===== src/rtl/core/idpe_pkg.sv =====
// idpe_pkg: shared constants and types of the inverse distance position estimator
// used by idpe_lane, idpe_merge and the top level; no dependencies
package idpe_pkg;

  localparam int unsigned SENSOR_SLOTS    = 7;
  localparam int unsigned NUM_SENSORS_DEF = 7;
  localparam int unsigned DIST_W          = 16;
  localparam int unsigned MASK_W          = 7;
  localparam int unsigned ERR_W           = 15;

  // weight = floor(2^32 / (1024*d + 1)), restoring divider one bit a stage
  localparam int unsigned DIVR_W    = DIST_W + 10;
  localparam int unsigned WGT_W     = 33;
  localparam int unsigned WGT_STEPS = WGT_W;
  localparam int unsigned LANE_LAT  = WGT_STEPS + 1;

  // merge: sums, sign/magnitude, quotient bits, output
  localparam int unsigned DEN_W     = WGT_W + 3;
  localparam int unsigned MAG_W     = WGT_W + 5;
  localparam int unsigned FRAC_W    = 12;
  localparam int unsigned QUO_W     = 14;
  localparam int unsigned REM_W     = MAG_W + FRAC_W + 1;
  localparam int unsigned MERGE_LAT = QUO_W + 3;
  localparam int unsigned TOTAL_LAT = LANE_LAT + MERGE_LAT;

  localparam logic [DIST_W-1:0] LIMIT_RST = 16'd1000;
  localparam logic [MASK_W-1:0] ENMASK_RST = 7'h7F;

  // register indexes
  typedef enum logic [0:0] {
    REG_LIMIT  = 1'b0,
    REG_ENMASK = 1'b1
  } cfg_reg_e;

  typedef logic [SENSOR_SLOTS-1:0][DIST_W-1:0] dist_vec_t;
  typedef logic [SENSOR_SLOTS-1:0][WGT_W-1:0]  wgt_vec_t;

endpackage


===== src/rtl/core/idpe_lane.sv =====
// idpe_lane: clamps one sensor reading and computes its inverse distance weight
// depends on idpe_pkg
module idpe_lane import idpe_pkg::*; (
  input  logic              clk_i,
  input  logic              en_i,
  input  logic              active_i,
  input  logic              ok_i,
  input  logic [DIST_W-1:0] raw_i,
  input  logic [DIST_W-1:0] limit_i,
  output logic [WGT_W-1:0]  weight_o,
  output logic [DIST_W-1:0] clamped_o,
  output logic              near_o
);

  logic [DIVR_W-1:0] dv_q  [LANE_LAT];
  logic [DIVR_W-1:0] rem_q [LANE_LAT];
  logic [WGT_W-1:0]  quo_q [LANE_LAT];
  logic [DIST_W-1:0] cl_q  [LANE_LAT];
  logic              act_q [LANE_LAT];
  logic              nr_q  [LANE_LAT];

  logic [DIST_W-1:0] dist_d;

  // clamp or substitute the threshold
  always_comb begin
    dist_d = limit_i;
    if (active_i && ok_i && (raw_i < limit_i)) begin
      dist_d = raw_i;
    end
  end

  // entry stage
  always_ff @(posedge clk_i) begin
    if (en_i) begin
      dv_q[0]  <= {dist_d, 10'b0000000001};
      rem_q[0] <= '0;
      quo_q[0] <= '0;
      cl_q[0]  <= dist_d;
      act_q[0] <= active_i;
      nr_q[0]  <= active_i && (dist_d < limit_i);
    end
  end

  // one quotient bit a stage, dividend is 2^32 so only the first bit is set
  for (genvar j = 0; j < WGT_STEPS; j++) begin : g_step
    logic [DIVR_W:0] trial;
    logic            ge;
    always_comb begin
      trial = {rem_q[j], (j == 0) ? 1'b1 : 1'b0};
      ge    = trial >= {1'b0, dv_q[j]};
    end
    always_ff @(posedge clk_i) begin
      if (en_i) begin
        dv_q[j+1]  <= dv_q[j];
        rem_q[j+1] <= ge ? DIVR_W'(trial - {1'b0, dv_q[j]}) : trial[DIVR_W-1:0];
        quo_q[j+1] <= {quo_q[j][WGT_W-2:0], ge};
        cl_q[j+1]  <= cl_q[j];
        act_q[j+1] <= act_q[j];
        nr_q[j+1]  <= nr_q[j];
      end
    end
  end

  assign weight_o  = act_q[LANE_LAT-1] ? quo_q[LANE_LAT-1] : '0;
  assign clamped_o = cl_q[LANE_LAT-1];
  assign near_o    = nr_q[LANE_LAT-1];

endmodule


===== config.mk =====
export PLATFORM = sky130hd
export DESIGN_NAME = idpe_lane
export DESIGN_NICKNAME = d
export VERILOG_FILES = /design/src/rtl/core/idpe_pkg.sv /design/src/rtl/core/idpe_lane.sv
export SDC_FILE = /design/constraint.sdc
export NUM_CORES = 2
export LEC_CHECK = 0
export ABC_AREA = 1
export BUFFER_PORTS_ARGS = -buffer_cell sky130_fd_sc_hd__buf_2
export CAP_MARGIN = 20
export CORE_MARGIN = 2
export CORE_UTILIZATION = 58
export DETAILED_ROUTE_END_ITERATION = 6
export PLACE_DENSITY = 0.84
export SLEW_MARGIN = 15
export SYNTH_ARGS = -nofsm -noshare
export SYNTH_HDL_FRONTEND = slang
export SYNTH_SLANG_ARGS = --single-unit

===== constraint.sdc =====
create_clock -name clk_i -period 2.7 [get_ports clk_i]
set_input_delay 0.135 -clock clk_i [delete_from_list [all_inputs] [get_ports clk_i]]
set_output_delay 0.135 -clock clk_i [all_outputs]
set_load 0.005 [all_outputs]

Word level (Yosys, flattened, before mapping)
Memories as Yosys holds them, arrays and structs flattened.
Index checks and enable logic that the tools add are counted.
- bits of input ports: 36
- flip-flop bits (word level): 0
- bits in writable memories: 3502
- word-level logic and storage cells: 114
- memories kept: 6
- order comparisons: 35
- $add $sub $neg: 33
- reductions and logical operators: 3
- muxes and demuxes: 37
- memories (name ; depth ; width ; rd ports ; clocked after memory_dff ; write ports ; line ; text):
    quo_q ; 34 ; 33 ; 34 ; 0 ; 34 ; idpe_lane.sv:17 ; logic [WGT_W-1:0] quo_q [LANE_LAT];
    dv_q ; 34 ; 26 ; 33 ; 0 ; 34 ; idpe_lane.sv:15 ; logic [DIVR_W-1:0] dv_q [LANE_LAT];
    rem_q ; 34 ; 26 ; 33 ; 0 ; 34 ; idpe_lane.sv:16 ; logic [DIVR_W-1:0] rem_q [LANE_LAT];
    cl_q ; 34 ; 16 ; 34 ; 0 ; 34 ; idpe_lane.sv:18 ; logic [DIST_W-1:0] cl_q [LANE_LAT];
    act_q ; 34 ; 1 ; 34 ; 0 ; 34 ; idpe_lane.sv:19 ; logic act_q [LANE_LAT];
    nr_q ; 34 ; 1 ; 34 ; 0 ; 34 ; idpe_lane.sv:20 ; logic nr_q [LANE_LAT];
- operators by type and width (operator ; number):
    27-bit by 26-bit greater-or-equal comparator with 1-bit output ; 33
    26-bit two-way mux ; 33
    26-bit subtractor ; 33
    33-bit two-way mux ; 1
    16-bit less-than comparator ; 2
    16-bit two-way mux ; 1
    1-bit logical AND ; 3
    1-bit two-way mux ; 2

Longest topological paths before layout
- depth after elaboration: 5
- gate-level depth with buffers: 21

Worst setup path before layout
OpenSTA, ideal clock, no wires.
- path kind: input-to-reg
- start: in limit_i[15]
- end: mem nr_q[0], data pin
- path slack: 0.195 ns
- arrival time: 2.359 ns
- setup time: 0.146 ns
- stages on the path: 18
- path buffers: 1
- data required time: 2.554 ns
- cell sequence: inv_1 ha_1 nand2_1 inv_1 nand3_1 a21oi_1 nor2_1 nand2_1 buf_1 nor2_1 a21oi_1 ha_1 a21oi_1 o21ai_0 nand3_1 a21oi_1 or3_1 a21oi_1
- RTL lines (what ; line ; text):
    start: declaration ; idpe_lane.sv:9 ; input logic [DIST_W-1:0] limit_i,
    end: declaration ; idpe_lane.sv:20 ;

==> key figures <==
Run status
  • Status: finished with violations
  • Failing checks: DRC

Synthesis
  • Post-synth EDFFs: between 1.5k and 2k
  • Most common flop cell mapped by yosys: edfxtp_1
  • Multiplexer area fraction after synthesis: 0
  • Net Count, Synth: ~10k
  • Synth top area share: 0.585
  • Mapped Cells: 9787
  • Dominant cell by count in the synthesized netlist: nand2_1
  • Main combinational cell family by area after synthesis: simple AND/OR/NAND/NOR gates
  • Syn Area/Cell: 10.4 um^2
  • Syn. warnings: 0
  • Netlist cell types: 60
  • Simple-gate area share of the yosys netlist: 0.144
  • Synthesized cell area: roughly 0.10 mm^2
  • Synth area leaders: edfxtp_1, nand2_1, ha_1
  • Flops & latches, synth: between 1.5k and 2k
  • Adder and majority gate portion of the synthesized area: 0.0712
  • XOR/XNOR share of the synthesized area: 0.0472
  • Synth Area in Compound Gates: 0.0937
  • Sequential share of the synthesized area: 0.585
  • Synth top cells by count: nand2_1, edfxtp_1, inv_1
  • Synth area leader: edfxtp_1
  • Async SR Flop Fraction: 0

Setup path
  • Crit path to: rem_q[14][10]
  • Worst r2r dst: rem_q[14][10]
  • Crit path launch: rem_q[13][17]
  • Arr. time, crit path: 3240 ps
  • FF-to-FF Start: rem_q[13][17]
  • Reg2Reg Setup Slack: about 64 ps
  • Critical Path Sink Type: flop
  • R2R depth: 12
  • Setup CP Type: flop to flop
  • Worst Path Required: between 3000 and 4000 ps
  • Peak fanout along the critical path: 22
  • Worst Setup Start Kind: flop

Global routing
  • GR peak layer: met2
  • Vias in the first global route: 72.0k
  • Met3 GRT Util: 0.0314
  • GRT Residual Overflow: 0
  • Met2 Use GR: 0.476
  • Pin count of the biggest net entering global routing: 118
  • Met1 Usage GRT: 0.353
  • First-pass GRT wire length: slightly below 400000 um
  • Antenna violations before repair: 0
  • GRT Resource Usage Total: 0.274

STA
  • Worst-Margin Slew: 694 ps
  • Final setup fails: 0
  • Setup TNS: 0 ps
  • Clock Skew: slightly above 40 ps
  • Period minus WS final: roughly 2600 ps
  • Final slew viol count: 0
  • Highest Clock Rate: around 0.38 GHz
  • Fin crit share: 0.976
  • Fin. Hold Viols: 0
  • Rel. slew slack: 0.532

Cells and area
  • Fillers: 13.0k
  • Ratio of cells with drive above 1 in the final layout: 0.127
  • Multi-input logic area: between 0.03 and 0.04 mm^2
  • Area grow syn2layout: 16.2%
  • FF+latch area: just under 0.06 mm^2
  • Nets@finish: roughly 11k
  • Post-layout util: 0.680

Routing
  • Remaining DRCs: 3
  • Final ANT Viol Nets: 0
  • DR vias/cell: between 5 and 6
  • Vias: 73.2k
  • Final WL: roughly 250000 um
  • Routed len/inst: 18.9 um
  • Initial drt markers: between 6k and 7k
  • Drt first pass iters: 7

Clock tree
  • H-tree Lvls: 4
  • Clk root buf: clkbuf_16
  • Clock Sinks: approximately 2.0k
  • Worst-path clk slew: 60 ps
  • Bufs on Longest Clock Path: 3
  • Skew-Pair Late Insertion Delay: approximately 860 ps
  • TritonCTS buffer count: between 200 and 250
  • CTS tree: yes

Die
  • Starting density of the core: 0.585
  • Chip width: around 420 um
  • Die Span Y: 423 um
  • Die Area: ~0.18 mm^2
  • FP Rows: around 150
  • Placeable Area: approximately 0.17 mm^2
  • I/O pin total: 86

Power
  • PD cells: 1120 mW/mm^2
  • Worst VDD drop: roughly 0.62 mV
  • P_leak: 50.1 nW

Place
  • HPWL Detailed: ~190000 um
  • PortBufs: 85
  • Routability Congestion: about 0.94

Worst hold path
  • Hold crit path type: input port to flop

Run
  • Max-capacitance violation count: 0
placed cells by master, fill, tap and decap left out, types with 18 or more instances in the layout:
cell	Yosys	routed
nor2_1	570	564
nand3b_1	41	41
a21oi_2	17	34
nand2_1	2036	2030
inv_2	27	20
clkinv_1	0	38
ha_1	580	551
a31oi_1	105	98
o211ai_1	49	49
inv_1	1360	1360
a21oi_1	584	567
o311ai_0	18	18
o21ai_1	156	197
and3_1	27	27
nand2_2	22	23
clkbuf_16	0	203
nor4_2	4	19
nand4_1	73	73
xor2_1	337	333
buf_12	0	60
a21boi_0	29	19
dlygate4sd3_1	0	34
a21o_1	81	81
buf_4	34	631
clkinvlp_4	0	18
o21ai_0	568	525
clkinv_2	0	34
nand3_1	373	370
buf_2	40	84
xnor2_1	213	212
bufinv_16	0	22
or2_2	70	70
o31ai_1	40	40
nor4_1	77	53
nor3_1	116	112
clkbuf_1	6	25
edfxtp_1	1986	1986
layout make-up:
| class | count | area share |
|---|---|---|
| Antenna cell | 1 | 0.0000211 |
| Clock buffer | 228 | 0.0437 |
| Clock inverter | 144 | 0.0133 |
| Inverter | 1391 | 0.0445 |
| Multi-Input combinational cell | 6305 | 0.313 |
| Sequential cell | 1986 | 0.503 |
| Tap cell | 2325 | 0.0245 |
| Timing Repair Buffer | 818 | 0.0574 |
per-layer routing:
layer | wire (um) | part of all wire
met1 | 103000 | 0.41
met5 | 0 | 0
met4 | 9740 | 0.039
met3 | 12400 | 0.050
met2 | 124000 | 0.50
logic make-up (layout without fill, tap and decap cells):
kind of cell    after synthesis  in the layout
other cells                   0              1
fa+ha+maj                   580            580
buf+inv                    1496           2581
simple gates               3462           3462
xor+xnor                    550            550
flops                      1986           1986
compound gates             1713           1713
worst max-delay path, stage by stage (launching register included):
cell and delay (ps):
edfxtp_1 480, ha_4 340, nand2_1 110, nor2_2 150
inv_1 90, nor3_2 210, nand3_1 120, nand3_2 110
nand2_1 80, nand2_2 130, inv_2 90, buf_12 160
o21ai_0 330
what timing repair did:
item | in CTS | in global routing
setup endpoints to repair | 51 | 414
resized for setup | 18 | 198
cloned | 0 | 0
pin swaps | 0 | 18
hold buffers | 34 | 0
hold endpoints to repair | 233 | 0
setup buffers | 0 | 29
registers in the layout, summed over array words and instances (netlist names):
signal and count:
nr_q 34, quo_q 561, act_q 34, dv_q 352
cl_q 192, rem_q 813
worst min-delay path by stage:
stage | start | end | slack (ps) | cells past startpoint
after floorplan | active_i | act_q[0] | 230 | 0
after global placement | quo_q[15][12] | quo_q[16][13] | 400 | 0
after detailed placement | act_q[21] | act_q[22] | 400 | 0
after CTS | raw_i[15] | nr_q[0] | 80 | 7
after global routing | active_i | act_q[0] | 140 | 3
final | raw_i[15] | nr_q[0] | 150 | 7
report_power, final:
| group | switching, mW | internal, mW | leakage [nW] | total [mW] |
|---|---|---|---|---|
| logic | 33.2 | 22.4 | 27.4 | 55.6 |
| clock network | 12.4 | 16.1 | 3.25 | 28.5 |
| registers | 4.74 | 44.1 | 19.5 | 48.9 |
| total | 50.3 | 82.5 | 50.1 | 133 |
through the flow:
stage                     hold slack (ps)  std cells  power [mW]  area [um^2]  setup slack, ps
after floorplan                       234       9787        82.1       102000              195
after global placement                400      12800         101       110000            -89.7
after CTS                            82.0      13200         132       117000             7.32
after global routing                  141      13200         141       118000            -60.9
after detailed placement              405      12800         102       110000            -84.5
final                                 154      13200         133       119000             64.3
Note: power is estimated with default switching activity, not from simulation.
